--- config.mk ---
export PLATFORM = sky130hd
export DESIGN_NAME = matrix_embed_shrinkage_flat
export DESIGN_NICKNAME = d
export VERILOG_FILES = /design/src/hdl/mes_pkg.sv /design/src/hdl/mes_coef_if.sv /design/src/hdl/mes_result_if.sv /design/src/hdl/matrix_embed_shrinkage.sv /design/src/hdl/mes_front.sv /design/src/hdl/mes_queue.sv /design/src/hdl/mes_back.sv /design/src/flat_wrapper.sv
export SDC_FILE = /design/constraint.sdc
export NUM_CORES = 1
export LEC_CHECK = 0
export ABC_AREA = 1
export BUFFER_PORTS_ARGS = -buffer_cell sky130_fd_sc_hd__buf_2
export CAP_MARGIN = 10
export CORE_MARGIN = 8
export CORE_UTILIZATION = 23
export CTS_CLUSTER_DIAMETER = 200
export DETAILED_ROUTE_END_ITERATION = 10
export PLACE_DENSITY = 0.4
export SLEW_MARGIN = 10
export SYNTH_ARGS = -nofsm -noshare
export SYNTH_HDL_FRONTEND = slang
export SYNTH_HIERARCHICAL = 1
export SYNTH_SLANG_ARGS = --single-unit
--- constraint.sdc ---
create_clock -name clk -period 15.6 [get_ports clk]
set_input_delay 2.34 -clock clk [delete_from_list [all_inputs] [get_ports clk]]
set_output_delay 2.34 -clock clk [all_outputs]
set_load 0.02 [all_outputs]
--- src/hdl/mes_pkg.sv ---
// Shared types and constants for the matrix embedding shrinkage block.
package mes_pkg;

    localparam int GROUP_SIZE = 3;
    localparam int QUEUE_DEPTH = 2;
    localparam int INDEX_BITS = $clog2(GROUP_SIZE);

    typedef struct packed {
        logic                  multi;
        logic                  shrunk;
        logic [GROUP_SIZE-1:0] chg;
    } mes_job_ctrl_t;

endpackage

--- src/hdl/mes_coef_if.sv ---
// Input channel carrying one coefficient, its tag and its message pair.
interface mes_coef_if #(
    parameter int COEF_BITS = 12,
    parameter int TAG_BITS  = 24
);
    logic                        valid;
    logic                        ready;
    logic signed [COEF_BITS-1:0] coef_value;
    logic        [TAG_BITS-1:0]  coef_tag;
    logic        [1:0]           msg_bits;

    modport source (output valid, output coef_value, output coef_tag, output msg_bits,
                    input ready);
    modport sink (input valid, input coef_value, input coef_tag, input msg_bits,
                  output ready);
endinterface

--- src/hdl/mes_result_if.sv ---
// Output channel carrying one embedded coefficient and its flags.
interface mes_result_if #(
    parameter int COEF_BITS = 12,
    parameter int TAG_BITS  = 24
);
    logic                        valid;
    logic                        ready;
    logic signed [COEF_BITS-1:0] out_value;
    logic        [TAG_BITS-1:0]  out_tag;
    logic                        was_changed;
    logic                        shrunk;
    logic                        pair_done;
    logic                        last;

    modport source (output valid, output out_value, output out_tag, output was_changed,
                    output shrunk, output pair_done, output last, input ready);
    modport sink (input valid, input out_value, input out_tag, input was_changed,
                  input shrunk, input pair_done, input last, output ready);
endinterface

--- src/hdl/matrix_embed_shrinkage.sv ---
// The block accepts one coefficient per cycle whenever its two-entry job queue has room,
// and delivers one result per cycle from its output register while jobs are queued and the
// receiver takes them. A zero coefficient or a shrinkage gives a one-result job; a completed
// group of three gives a three-result job that the back end unpacks one result at a time, so
// sustained input rate is one coefficient per cycle while output keeps pace. The first
// result of a job passes through the job queue and then the output register, from which
// it is offered. Held coefficients at the end of a stream are never flushed.
module matrix_embed_shrinkage
    import mes_pkg::*;
#(
    parameter int COEF_BITS = 12,
    parameter int TAG_BITS  = 24
) (
    input  logic          clk,
    input  logic          rst_n,
    mes_coef_if.sink      coef,
    mes_result_if.source  res
);

    logic                                 push;
    logic                                 pop;
    logic                                 queue_full;
    logic                                 queue_empty;
    mes_job_ctrl_t                        push_ctrl;
    logic [GROUP_SIZE-1:0][COEF_BITS-1:0] push_vals;
    logic [GROUP_SIZE-1:0][TAG_BITS-1:0]  push_tags;
    mes_job_ctrl_t                        head_ctrl;
    logic [GROUP_SIZE-1:0][COEF_BITS-1:0] head_vals;
    logic [GROUP_SIZE-1:0][TAG_BITS-1:0]  head_tags;

    mes_front #(
        .COEF_BITS (COEF_BITS),
        .TAG_BITS  (TAG_BITS)
    ) u_front (
        .clk        (clk),
        .rst_n      (rst_n),
        .coef       (coef),
        .queue_full (queue_full),
        .push       (push),
        .job_ctrl   (push_ctrl),
        .job_vals   (push_vals),
        .job_tags   (push_tags)
    );

    mes_queue #(
        .COEF_BITS (COEF_BITS),
        .TAG_BITS  (TAG_BITS)
    ) u_queue (
        .clk       (clk),
        .rst_n     (rst_n),
        .push      (push),
        .push_ctrl (push_ctrl),
        .push_vals (push_vals),
        .push_tags (push_tags),
        .pop       (pop),
        .full      (queue_full),
        .empty     (queue_empty),
        .head_ctrl (head_ctrl),
        .head_vals (head_vals),
        .head_tags (head_tags)
    );

    mes_back #(
        .COEF_BITS (COEF_BITS),
        .TAG_BITS  (TAG_BITS)
    ) u_back (
        .clk        (clk),
        .rst_n      (rst_n),
        .head_valid (!queue_empty),
        .head_ctrl  (head_ctrl),
        .head_vals  (head_vals),
        .head_tags  (head_tags),
        .pop        (pop),
        .res        (res)
    );

    a_no_push_when_full: assert property (@(posedge clk) disable iff (!rst_n)
        !(push && queue_full))
        else $error("job pushed into a full queue");

    a_push_fills_queue: assert property (@(posedge clk) disable iff (!rst_n)
        push |=> !queue_empty)
        else $error("queue empty right after a job push");

    a_shrunk_result: assert property (@(posedge clk) disable iff (!rst_n)
        res.valid && res.shrunk |->
            res.was_changed && res.last && !res.pair_done && res.out_value == '0)
        else $error("shrunk result with inconsistent flags or value");

    a_single_pop: assert property (@(posedge clk) disable iff (!rst_n)
        pop |-> !queue_empty && (!res.valid || res.ready))
        else $error("job popped without room in the output register");

endmodule

--- src/hdl/mes_front.sv ---
// Front end: accepts coefficients, builds groups and decides the embedding change.
module mes_front
    import mes_pkg::*;
#(
    parameter int COEF_BITS = 12,
    parameter int TAG_BITS  = 24
) (
    input  logic                                  clk,
    input  logic                                  rst_n,
    mes_coef_if.sink                              coef,
    input  logic                                  queue_full,
    output logic                                  push,
    output mes_job_ctrl_t                         job_ctrl,
    output logic [GROUP_SIZE-1:0][COEF_BITS-1:0]  job_vals,
    output logic [GROUP_SIZE-1:0][TAG_BITS-1:0]   job_tags
);

    localparam logic [COEF_BITS-1:0] VAL_ONE       = COEF_BITS'(1);
    localparam logic [COEF_BITS-1:0] VAL_MINUS_ONE = '1;

    logic [1:0][COEF_BITS-1:0] held_val_reg, held_val_next;
    logic [1:0][TAG_BITS-1:0]  held_tag_reg, held_tag_next;
    logic [1:0]                held_cnt_reg, held_cnt_next;
    logic [1:0]                pair_reg, pair_next;

    logic                                 accept;
    logic [GROUP_SIZE-1:0][COEF_BITS-1:0] g_val;
    logic [GROUP_SIZE-1:0][TAG_BITS-1:0]  g_tag;
    logic [GROUP_SIZE-1:0][COEF_BITS-1:0] mod_val;
    logic [GROUP_SIZE-1:0]                chg;
    logic [GROUP_SIZE-1:0]                hit;
    logic [1:0]                           syn;
    logic [1:0]                           sel;
    logic                                 shrink;
    logic [TAG_BITS-1:0]                  hit_tag;

    assign coef.ready = !queue_full;
    assign accept     = coef.valid && coef.ready;

    always_comb
    begin
        g_val[0] = held_val_reg[0];
        g_val[1] = held_val_reg[1];
        g_val[2] = coef.coef_value;
        g_tag[0] = held_tag_reg[0];
        g_tag[1] = held_tag_reg[1];
        g_tag[2] = coef.coef_tag;

        syn = {g_val[1][0] ^ g_val[2][0], g_val[0][0] ^ g_val[2][0]};
        sel = syn ^ pair_reg;

        for (int i = 0; i < GROUP_SIZE; i++)
        begin
            chg[i] = (sel == 2'(i + 1));
            if (!chg[i])
            begin
                mod_val[i] = g_val[i];
            end
            else if ($signed(g_val[i]) > 0)
            begin
                mod_val[i] = g_val[i] - VAL_ONE;
            end
            else
            begin
                mod_val[i] = g_val[i] + VAL_ONE;
            end
            hit[i] = chg[i] && (g_val[i] == VAL_ONE || g_val[i] == VAL_MINUS_ONE);
        end
        shrink = |hit;

        case (sel)
            2'd1:    hit_tag = g_tag[0];
            2'd2:    hit_tag = g_tag[1];
            2'd3:    hit_tag = g_tag[2];
            default: hit_tag = g_tag[0];
        endcase
    end

    always_comb
    begin
        held_val_next = held_val_reg;
        held_tag_next = held_tag_reg;
        held_cnt_next = held_cnt_reg;
        pair_next     = pair_reg;
        push          = 1'b0;
        job_ctrl      = '0;
        job_vals      = '0;
        job_tags      = '0;
        job_tags[0]   = coef.coef_tag;

        if (accept)
        begin
            if (coef.coef_value == '0)
            begin
                push = 1'b1;
            end
            else
            begin
                case (held_cnt_reg)
                    2'd0:
                    begin
                        pair_next        = coef.msg_bits;
                        held_val_next[0] = coef.coef_value;
                        held_tag_next[0] = coef.coef_tag;
                        held_cnt_next    = 2'd1;
                    end
                    2'd1:
                    begin
                        held_val_next[1] = coef.coef_value;
                        held_tag_next[1] = coef.coef_tag;
                        held_cnt_next    = 2'd2;
                    end
                    default:
                    begin
                        push = 1'b1;
                        if (shrink)
                        begin
                            job_ctrl.shrunk  = 1'b1;
                            job_ctrl.chg     = GROUP_SIZE'(1);
                            job_tags[0]      = hit_tag;
                            held_val_next[0] = hit[0] ? g_val[1] : g_val[0];
                            held_tag_next[0] = hit[0] ? g_tag[1] : g_tag[0];
                            held_val_next[1] = hit[2] ? g_val[1] : g_val[2];
                            held_tag_next[1] = hit[2] ? g_tag[1] : g_tag[2];
                            held_cnt_next    = 2'd2;
                        end
                        else
                        begin
                            job_ctrl.multi = 1'b1;
                            job_ctrl.chg   = chg;
                            job_vals       = mod_val;
                            job_tags       = g_tag;
                            held_cnt_next  = 2'd0;
                        end
                    end
                endcase
            end
        end
    end

    always_ff @(posedge clk or negedge rst_n)
    begin
        if (!rst_n)
        begin
            held_cnt_reg <= 2'd0;
            pair_reg     <= 2'd0;
        end
        else
        begin
            held_cnt_reg <= held_cnt_next;
            pair_reg     <= pair_next;
        end
    end

    always_ff @(posedge clk)
    begin
        held_val_reg <= held_val_next;
        held_tag_reg <= held_tag_next;
    end

endmodule

--- src/hdl/mes_queue.sv ---
// Short job queue between the front end and the result serializer.
module mes_queue
    import mes_pkg::*;
#(
    parameter int COEF_BITS = 12,
    parameter int TAG_BITS  = 24
) (
    input  logic                                  clk,
    input  logic                                  rst_n,
    input  logic                                  push,
    input  mes_job_ctrl_t                         push_ctrl,
    input  logic [GROUP_SIZE-1:0][COEF_BITS-1:0]  push_vals,
    input  logic [GROUP_SIZE-1:0][TAG_BITS-1:0]   push_tags,
    input  logic                                  pop,
    output logic                                  full,
    output logic                                  empty,
    output mes_job_ctrl_t                         head_ctrl,
    output logic [GROUP_SIZE-1:0][COEF_BITS-1:0]  head_vals,
    output logic [GROUP_SIZE-1:0][TAG_BITS-1:0]   head_tags
);

    localparam int PTR_BITS = (QUEUE_DEPTH > 1) ? $clog2(QUEUE_DEPTH) : 1;
    localparam int CNT_BITS = $clog2(QUEUE_DEPTH + 1);
    localparam logic [PTR_BITS-1:0] LAST_PTR = PTR_BITS'(QUEUE_DEPTH - 1);

    mes_job_ctrl_t                        ctrl_mem [QUEUE_DEPTH];
    logic [GROUP_SIZE-1:0][COEF_BITS-1:0] val_mem  [QUEUE_DEPTH];
    logic [GROUP_SIZE-1:0][TAG_BITS-1:0]  tag_mem  [QUEUE_DEPTH];

    logic [PTR_BITS-1:0] wr_ptr_reg, wr_ptr_next;
    logic [PTR_BITS-1:0] rd_ptr_reg, rd_ptr_next;
    logic [CNT_BITS-1:0] cnt_reg, cnt_next;
    logic                do_push;
    logic                do_pop;

    assign full      = (cnt_reg == CNT_BITS'(QUEUE_DEPTH));
    assign empty     = (cnt_reg == '0);
    assign do_push   = push && !full;
    assign do_pop    = pop && !empty;
    assign head_ctrl = ctrl_mem[rd_ptr_reg];
    assign head_vals = val_mem[rd_ptr_reg];
    assign head_tags = tag_mem[rd_ptr_reg];

    always_comb
    begin
        wr_ptr_next = wr_ptr_reg;
        rd_ptr_next = rd_ptr_reg;
        cnt_next    = cnt_reg;
        if (do_push)
        begin
            wr_ptr_next = (wr_ptr_reg == LAST_PTR) ? '0 : wr_ptr_reg + PTR_BITS'(1);
        end
        if (do_pop)
        begin
            rd_ptr_next = (rd_ptr_reg == LAST_PTR) ? '0 : rd_ptr_reg + PTR_BITS'(1);
        end
        if (do_push && !do_pop)
        begin
            cnt_next = cnt_reg + CNT_BITS'(1);
        end
        else if (do_pop && !do_push)
        begin
            cnt_next = cnt_reg - CNT_BITS'(1);
        end
    end

    always_ff @(posedge clk or negedge rst_n)
    begin
        if (!rst_n)
        begin
            wr_ptr_reg <= '0;
            rd_ptr_reg <= '0;
            cnt_reg    <= '0;
        end
        else
        begin
            wr_ptr_reg <= wr_ptr_next;
            rd_ptr_reg <= rd_ptr_next;
            cnt_reg    <= cnt_next;
        end
    end

    always_ff @(posedge clk)
    begin
        if (do_push)
        begin
            ctrl_mem[wr_ptr_reg] <= push_ctrl;
            val_mem[wr_ptr_reg]  <= push_vals;
            tag_mem[wr_ptr_reg]  <= push_tags;
        end
    end

endmodule

--- src/hdl/mes_back.sv ---
// Back end: unpacks queued jobs into single results behind an output register.
module mes_back
    import mes_pkg::*;
#(
    parameter int COEF_BITS = 12,
    parameter int TAG_BITS  = 24
) (
    input  logic                                  clk,
    input  logic                                  rst_n,
    input  logic                                  head_valid,
    input  mes_job_ctrl_t                         head_ctrl,
    input  logic [GROUP_SIZE-1:0][COEF_BITS-1:0]  head_vals,
    input  logic [GROUP_SIZE-1:0][TAG_BITS-1:0]   head_tags,
    output logic                                  pop,
    mes_result_if.source                          res
);

    localparam logic [INDEX_BITS-1:0] LAST_IDX = INDEX_BITS'(GROUP_SIZE - 1);

    logic [INDEX_BITS-1:0] idx_reg, idx_next;
    logic                  out_valid_reg, out_valid_next;
    logic [COEF_BITS-1:0]  out_value_reg;
    logic [TAG_BITS-1:0]   out_tag_reg;
    logic                  out_chg_reg;
    logic                  out_shrunk_reg;
    logic                  out_done_reg;
    logic                  out_last_reg;

    logic load;
    logic job_end;

    assign job_end = !head_ctrl.multi || (idx_reg == LAST_IDX);
    assign load    = head_valid && (!out_valid_reg || res.ready);
    assign pop     = load && job_end;

    always_comb
    begin
        idx_next       = idx_reg;
        out_valid_next = out_valid_reg && !res.ready;
        if (load)
        begin
            out_valid_next = 1'b1;
            idx_next       = job_end ? '0 : idx_reg + INDEX_BITS'(1);
        end
    end

    always_ff @(posedge clk or negedge rst_n)
    begin
        if (!rst_n)
        begin
            idx_reg       <= '0;
            out_valid_reg <= 1'b0;
        end
        else
        begin
            idx_reg       <= idx_next;
            out_valid_reg <= out_valid_next;
        end
    end

    always_ff @(posedge clk)
    begin
        if (load)
        begin
            out_value_reg  <= head_vals[idx_reg];
            out_tag_reg    <= head_tags[idx_reg];
            out_chg_reg    <= head_ctrl.chg[idx_reg];
            out_shrunk_reg <= head_ctrl.shrunk;
            out_done_reg   <= head_ctrl.multi && job_end;
            out_last_reg   <= job_end;
        end
    end

    assign res.valid       = out_valid_reg;
    assign res.out_value   = out_value_reg;
    assign res.out_tag     = out_tag_reg;
    assign res.was_changed = out_chg_reg;
    assign res.shrunk      = out_shrunk_reg;
    assign res.pair_done   = out_done_reg;
    assign res.last        = out_last_reg;

endmodule

--- src/flat_wrapper.sv ---
// flat-port wrapper written by rule: the top's interface ports become plain ports
module matrix_embed_shrinkage_flat import mes_pkg::*;
#(
    parameter int COEF_BITS = 12,
    parameter int TAG_BITS  = 24
)
  (clk, rst_n, coef_valid, coef_coef_value, coef_coef_tag, coef_msg_bits, coef_ready, res_valid, res_out_value, res_out_tag, res_was_changed, res_shrunk, res_pair_done, res_last, res_ready);
  mes_coef_if #(.COEF_BITS(COEF_BITS), .TAG_BITS(TAG_BITS)) coef_i ();
  mes_result_if #(.COEF_BITS(COEF_BITS), .TAG_BITS(TAG_BITS)) res_i ();
  input  logic clk;
  input  logic rst_n;
  input wire logic [$bits(coef_i.valid)-1:0] coef_valid;
  input wire logic [$bits(coef_i.coef_value)-1:0] coef_coef_value;
  input wire logic [$bits(coef_i.coef_tag)-1:0] coef_coef_tag;
  input wire logic [$bits(coef_i.msg_bits)-1:0] coef_msg_bits;
  output wire logic [$bits(coef_i.ready)-1:0] coef_ready;
  output wire logic [$bits(res_i.valid)-1:0] res_valid;
  output wire logic [$bits(res_i.out_value)-1:0] res_out_value;
  output wire logic [$bits(res_i.out_tag)-1:0] res_out_tag;
  output wire logic [$bits(res_i.was_changed)-1:0] res_was_changed;
  output wire logic [$bits(res_i.shrunk)-1:0] res_shrunk;
  output wire logic [$bits(res_i.pair_done)-1:0] res_pair_done;
  output wire logic [$bits(res_i.last)-1:0] res_last;
  input wire logic [$bits(res_i.ready)-1:0] res_ready;
  assign coef_i.valid = coef_valid;
  assign coef_i.coef_value = coef_coef_value;
  assign coef_i.coef_tag = coef_coef_tag;
  assign coef_i.msg_bits = coef_msg_bits;
  assign coef_ready = coef_i.ready;
  assign res_valid = res_i.valid;
  assign res_out_value = res_i.out_value;
  assign res_out_tag = res_i.out_tag;
  assign res_was_changed = res_i.was_changed;
  assign res_shrunk = res_i.shrunk;
  assign res_pair_done = res_i.pair_done;
  assign res_last = res_i.last;
  assign res_i.ready = res_ready;
  matrix_embed_shrinkage #(.COEF_BITS(COEF_BITS), .TAG_BITS(TAG_BITS)) u_core (.clk(clk), .rst_n(rst_n), .coef(coef_i), .res(res_i));
endmodule
==> results of run 1 <==
==> cells in the mapped netlist (all sizes together) <==
cell type    n  share of area [%]
a211oi       1              0.042
a21oi       12               0.34
a31oi        1              0.035
and2         1              0.035
and3         1              0.035
buf         70                2.6
clkbuf      28               0.61
clkinv       1              0.021
dfrtp       11                1.5
edfxtp     338                 57
ha          14               0.98
inv        149                3.2
nand2      833                 18
nand3      118                3.5
nand3b       2              0.084
nand4       39                1.4
nor2       232                5.7
nor3        13               0.37
o21ai       67                1.9
or2         39                1.4
xnor2        1              0.049
xor2        34                1.7
==> metrics by stage <==
stage          worst slack (ns)  hold WS, ns  std cells
2_1_floorplan             7.074       0.4490       2005
6_report                  10.07       0.5106       3127
3_3_place_gp              9.585       0.4673       3045
4_1_cts                   10.02       0.4852       3123
5_1_grt                   9.783       0.5332       3125
3_5_place_dp              9.419       0.4709       3045
==> worst min-delay path, delay by kind of cell, from the launching register on <==
family,cells,cell delay (ns)
flops,1,0.32
simple gates,2,0.09
==> path summary, 6_finish.rpt <==
check / depth (start not counted) / from / slack, ns / endpoint
setup / recovery: 13 / coef_coef_value[0] / 10.07 / u_core/u_queue/val_mem[1][18]
hold / removal: 2 / u_core/u_queue/ctrl_mem[0][3] / 0.51 / u_core/u_back/res.shrunk
setup reg to reg: 12 / u_core/u_front/g_val[12] / 11.39 / u_core/u_queue/val_mem[1][18]
hold reg to reg: 2 / u_core/u_queue/ctrl_mem[0][3] / 0.51 / u_core/u_back/res.shrunk
max in group asynchronous: 1 / rst_n / 13.58 / u_core/u_queue/rd_ptr_reg
min in group asynchronous: 1 / rst_n / 1.70 / u_core/u_queue/wr_ptr_reg
==> per-layer routing <==
metal  up-vias  share of wire [%]  track usage, %
li1       6576                  -               -
met1      6170                 50           17.63
met2       326                 43           18.29
met3        71                5.3           2.206
met4         2                1.8           2.920
met5         -              0.024               0
==> cell families after synthesis <==
| kind of cell | Yosys count | synth area share (%) |
|---|---|---|
| AOI/OAI and AO/OA | 81 | 2.298 |
| xor gates and xnor gates | 35 | 1.722 |
| adders and majority gates | 14 | 0.9837 |
| buffers and inverters | 248 | 6.380 |
| DFF | 349 | 58.54 |
| and+or+nand+nor | 1278 | 30.07 |
==> area by class of cell <==
| cell class | instances | area [sq um] |
|---|---|---|
| fill | 8253 | 56420 |
| sequential | 349 | 10430 |
| multi-input combinational | 1408 | 6305 |
| tap | 1040 | 1301 |
| clock buffer | 50 | 1166 |
| inverter | 150 | 573.1 |
| timing repair buffer | 99 | 555.5 |
| clock inverter | 28 | 329.1 |
| antenna | 3 | 7.507 |
==> power by group through the flow <==
stage          logic, mW  registers [mW]  clock network (mW)
6_report            1.39            1.46                1.05
5_1_grt             1.58            1.49                1.12
4_1_cts             1.43            1.46                1.09
3_5_place_dp        1.42            1.48                   0
3_3_place_gp        1.41            1.48                   0
2_1_floorplan      0.909            1.51                   0
==> flow_metrics.py, run 1 <==
metrics = {
    "cts": {
        "h-tree-depth": 2,
        "cts_setup_buffers": 0,
        "clkSlewWorstSetupHoldPaths_ns": 0.06,
        "cts-hold-fix-buffers": 0,
        "clockBufferDepth": 3,
        "tritoncts": "built",
        "cts_buffers": 45,
        "clk_latency_ns": 0.57,
        "clock-root-buffer": "clkbuf_16",
        "cts.sinks": 349,
        "cts_resized": 0,
    },
    "timing": {
        "fin_setup_tns_ns": 0,
        "skew_ns": 0.01417,
        "slew_headroom_pct": 24.71,
        "worst_pin_slew_ns": 1.129,
        "final_max_slew_viol_count": 0,
        "fmax_mhz": 180.7,
        "fin_crit_sh_pct": 35.48,
        "rsz0062_at_grt": "false",
        "finalSetupViolCount": 0,
        "fin_crit_ns": 5.535,
        "finalHoldViolCount": 0,
    },
    "synth": {
        "synthCells": 2005,
        "synth.avg_cell_area_sq_um": 8.881,
        "synth.distinct_cells": 36,
        "yosysSeqAreaShare_pct": 58.54,
        "yosys_register_bits": 349,
        "netlist_area_sq_um": 17810,
        "synth_nets": 2061,
        "yosysWarnings": 6,
    },
    "global_route": {
        "antenna_found_initial": 5,
        "grt_max_degree": 74,
        "grt_usage_pct": 12.07,
        "grt_pass1_vias": 12710,
        "grt_first_pass_wirelength_um": 80810,
        "grt_overflow": 0,
    },
    "route": {
        "ant_nets": 0,
        "totalWireLength_um": 53160,
        "drt_first_pass_iters": 5,
        "vias": 13150,
        "vias_per_cell": 4.204,
        "wl_per_cell_um": 17.00,
        "drcViolationCount": 0,
        "drt_iter0_drc": 1001,
    },
    "placed_design": {
        "io_buffers": 83,
        "place.gp.congestion": 0.8331,
        "place_area_sq_um": 19140,
        "hpwl_um": 34330,
    },
    "worst_setup_path": {
        "end_kind": "register",
        "cp.required_ns": 15.99,
        "worstPathArrival_ns": 5.92,
        "cp_cell_sequence": "buf_2, inv_4, nand2_1, nand3_2, nand2_4, nor2_4, buf_4, nand2_2, nand2_2, nor2_8, nand3_4, buf_4, a21oi_1",
        "crit_buf_inv": 4,
        "crit_type": "input port to register",
        "cp_slowest_cell": "nand3_4",
        "max_stage_delay_ns": 0.67,
        "critPathLaunchType": "input port",
        "worst_path_dominant_cell_family": "simple AND/OR/NAND/NOR gates",
        "worstPathMaxFanout": 50,
    },
    "power": {
        "power_frac_clock_pct": 27.0,
        "p_sw_mw": 1.554,
        "p_comb_share_pct": 35.7,
        "p_int_mw": 2.355,
        "irDropWorstVdd_v": 0.00009243,
        "switching_share_pct": 39.76,
        "power_density_nw_per_um2": 189.1,
        "sequentialPowerShare_pct": 37.4,
        "total_leakage_power_nw": 8.643,
        "p_total_mw": 3.909,
    },
    "cells_and_area": {
        "final_nets": 2109,
        "drive_above_1_share_pct": 11.61,
        "post-route-util_pct": 26.81,
        "final_area_sq_um": 20670,
        "final_cell_mix": "827 x nand2_1, 338 x edfxtp_1, 193 x nor2_1, 136 x inv_1, 113 x nand3_1",
        "final_common_cell": "nand2_1",
        "largest_reg_flops": 144,
        "max_flop_register": "u_core/u_queue/tag_mem",
        "area_growth_pct": 16.06,
    },
    "die": {
        "dieArea_sq_um": 86580,
        "die_width_um": 294.3,
        "ios": 84,
        "die_height_um": 294.3,
        "num_rows": 102,
        "start_util_pct": 23.10,
        "fp.coreArea_sq_um": 77080,
    },
    "job": {
        "drv_cap": 0,
    },
    "status": {
        "status": "completed",
    },
    "worst_hold_path": {
        "hp-class": "register to register",
    },
}
No activity file was read; power rests on OpenSTA's default activity.
==> inputs of run 2 (changes only) <==
--- a/config.mk
+++ b/config.mk
@@ -5,7 +5,7 @@
 export SDC_FILE = /design/constraint.sdc
 export NUM_CORES = 1
 export LEC_CHECK = 0
-export ABC_AREA = 1
+export ABC_AREA = 0
 export BUFFER_PORTS_ARGS = -buffer_cell sky130_fd_sc_hd__buf_2
 export CAP_MARGIN = 10
 export CORE_MARGIN = 8
==> constraint.sdc (replaced) <==
create_clock -name clk -period 5.2 [get_ports clk]
set_input_delay 0.78 -clock clk [delete_from_list [all_inputs] [get_ports clk]]
set_output_delay 0.78 -clock clk [all_outputs]
set_load 0.02 [all_outputs]
==> run 2 against run 1 <==
  * Combinational power rose by 140%
  * Count of clock-buffer cells in the layout rose by 1
  * Clock power rose to 2.6 times the previous value
  * Utilization rose by 0.28 points
  * Via count fell by 28%
  * Critical path type unchanged
  * Synthesized cell count fell by 44%
  * Sequential share of layout area rose by 4.4 points
  * Non-clock buffer count rose by 6
  * Wire length fell by 21%
==> flow_metrics.py, run 2 <==
metrics = {
    "status": {
        "status": "completed",
    },
    "cells_and_area": {
        "final_common_cell": "edfxtp_1",
        "instances_no_fill": 2167,
        "final_nets": 1251,
        "largest_reg_flops": 144,
        "post-route-util_pct": 27.09,
        "max_flop_register": "u_core/u_queue/tag_mem",
        "final_cell_mix": "338 x edfxtp_1, 89 x mux2_2, 83 x buf_2, 78 x nor2_1, 61 x nand2_1",
        "drive_above_1_share_pct": 27.49,
        "area_growth_pct": 16.27,
    },
    "timing": {
        "finalHoldViolCount": 0,
        "slew_headroom_pct": 28.08,
        "fin_setup_tns_ns": 0,
        "worst_pin_slew_ns": 1.065,
        "rsz0062_at_grt": "false",
        "fin_crit_sh_pct": 73.35,
        "final_max_slew_viol_count": 0,
        "skew_ns": 0.01516,
        "fmax_mhz": 262.2,
        "fin_crit_ns": 3.814,
        "finalSetupViolCount": 0,
        "hold_slack_ns": 0.1595,
    },
    "synth": {
        "synth_nets": 1179,
        "synthCells": 1123,
        "synth.distinct_cells": 59,
        "synth_async_sr_flop_share_pct": 3.152,
        "yosys_register_bits": 349,
        "yosysWarnings": 6,
        "synth.avg_cell_area_sq_um": 14.56,
        "yosysMostFrequentCell": "edfxtp_1",
        "synthFlopType": "edfxtp_1",
        "synth_area_leaders": "edfxtp_1 62%, mux2_2 6.1%, mux2_4 5.5%, mux2i_1 2.4%, and2_1 2.0%",
        "netlist_area_sq_um": 16350,
        "synth_top_area_cell": "edfxtp_1",
        "yosysSeqAreaShare_pct": 63.78,
        "synth_commonest_cells": "338 x edfxtp_1, 89 x mux2_2, 83 x nor2_1",
        "synth_enable_flop_cells": 338,
        "synth_top_area_share_pct": 62.09,
    },
    "placed_design": {
        "io_buffers": 83,
        "placed_cells": 2094,
        "hpwl_um": 26550,
        "place.gp.congestion": 0.7962,
    },
    "die": {
        "dieArea_sq_um": 79850,
        "die_width_um": 282.6,
        "ios": 84,
        "die_height_um": 282.6,
        "num_rows": 97,
        "start_util_pct": 23.30,
        "fp.coreArea_sq_um": 70150,
    },
    "route": {
        "drt_first_pass_iters": 5,
        "totalWireLength_um": 42080,
        "wl_per_cell_um": 19.42,
        "drt_iter0_drc": 487,
        "ant_nets": 0,
        "drcViolationCount": 0,
        "vias_per_cell": 4.353,
        "vias": 9433,
    },
    "cts": {
        "h-tree-depth": 2,
        "cts.sinks": 349,
        "clkSlewWorstSetupHoldPaths_ns": 0.06,
        "cts_resized": 0,
        "clk_latency_ns": 0.54,
        "cts-hold-fix-buffers": 0,
        "clockBufferDepth": 3,
        "cts_buffers": 39,
        "clock-root-buffer": "clkbuf_16",
        "tritoncts": "built",
        "cts_setup_buffers": 0,
    },
    "power": {
        "total_leakage_power_nw": 6.431,
        "p_comb_share_pct": 31.2,
        "p_sw_mw": 3.487,
        "power_density_nw_per_um2": 551.4,
        "sequentialPowerShare_pct": 42.3,
        "irDropWorstVdd_v": 0.0002186,
        "power_frac_clock_pct": 26.5,
        "switching_share_pct": 33.28,
        "p_int_mw": 6.993,
    },
    "worst_setup_path": {
        "worstPathArrival_ns": 4.09,
        "critPathLaunchType": "input port",
        "worstPathMaxFanout": 51,
        "crit_type": "input port to register",
        "end_kind": "register",
        "cp.required_ns": 5.48,
    },
    "global_route": {
        "grt_max_degree": 68,
        "top_usage_layer": "met2",
        "gr-usage-met1_pct": 14.00,
        "grt_pass1_vias": 9533,
        "grt_use_met3_pct": 1.897,
        "grt.met2_usage_pct": 16.78,
        "grt_usage_pct": 10.27,
        "antenna_found_initial": 6,
        "grt_overflow": 0,
        "grt_first_pass_wirelength_um": 62340,
    },
    "job": {
        "drv_cap": 0,
    },
    "worst_hold_path": {
        "hp-class": "input port to asynchronous set/reset pin",
    },
}
-- run 2: worst max-delay path, stage by stage --
cell and delay (ns):
buf_2 0.23, ha_1 0.24, nand3_1 0.13, nor4_1 0.42
o22a_1 0.69, a21o_1 0.20, or3_4 0.45, inv_2 0.54
and2_1 0.38
-- run 2: kinds of logic after synthesis --
kind of cell	count (synthesis)	synth area share, %
xor gates and xnor gates	39	2.228
and+or+nand+nor	295	9.185
adders and majority gates	14	1.072
muxes	189	14.09
AOI/OAI and AO/OA	146	6.438
DFF	349	63.78
buffers and inverters	91	3.207
-- run 2: layer usage --
| layer | part of all wire, % | wire length, um |
|---|---|---|
| met5 | 0.12 | 50 |
| met4 | 1.8 | 771 |
| met3 | 4.2 | 1787 |
| met2 | 46 | 19510 |
| met1 | 47 | 19960 |
-- run 2: area by class of cell --
cell class | count | area [sq um]
Fill cell | 7264 | 51140
Sequential cell | 349 | 10430
Multi-Input combinational cell | 683 | 5446
Tap cell | 940 | 1176
Clock buffer | 51 | 1064
Timing Repair Buffer | 105 | 605.6
Clock inverter | 21 | 217.7
Inverter | 17 | 63.81
Antenna cell | 1 | 2.502
-- run 2: through the flow --
| stage | worst slack [ns] | cell area, sq um | power (mW) |
|---|---|---|---|
| after floorplan | 0.008594 | 16350 | 6.825 |
| final | 1.386 | 19010 | 10.48 |
| after detailed placement | 0.8268 | 17720 | 7.874 |
| after global routing | 1.148 | 19000 | 11.07 |
| after CTS | 1.396 | 19000 | 10.72 |
| after global placement | 0.8375 | 17720 | 7.844 |
-- run 2: power by group through the flow --
stage / clock network, mW / registers, mW / logic (mW)
CTS: 2.89 / 4.45 / 3.38
global route: 2.97 / 4.51 / 3.58
finish: 2.77 / 4.44 / 3.27
detailed placement: 0 / 4.51 / 3.37
floorplan: 0 / 4.49 / 2.33
global placement: 0 / 4.50 / 3.35
-- run 2: worst paths after layout --
kind                                           startpoint                       endpoint  slack [ns]  depth (start not counted)
worst max-delay path                   coef_coef_value[0]  u_core/u_queue/tag_mem[0][47]        1.39                          9
worst min-delay path                                rst_n        u_core/u_back/res.valid        0.16                          1
worst max register to register   u_core/u_front/g_val[12]  u_core/u_queue/tag_mem[0][47]        1.48                          7
worst min register to register  u_core/u_queue/cnt_reg[1]      u_core/u_queue/cnt_reg[1]        0.53                          1
max in group asynchronous                           rst_n      u_core/u_queue/rd_ptr_reg        4.74                          1
min in group clk                        coef_coef_tag[15]       u_core/u_front/g_tag[39]        0.48                          1
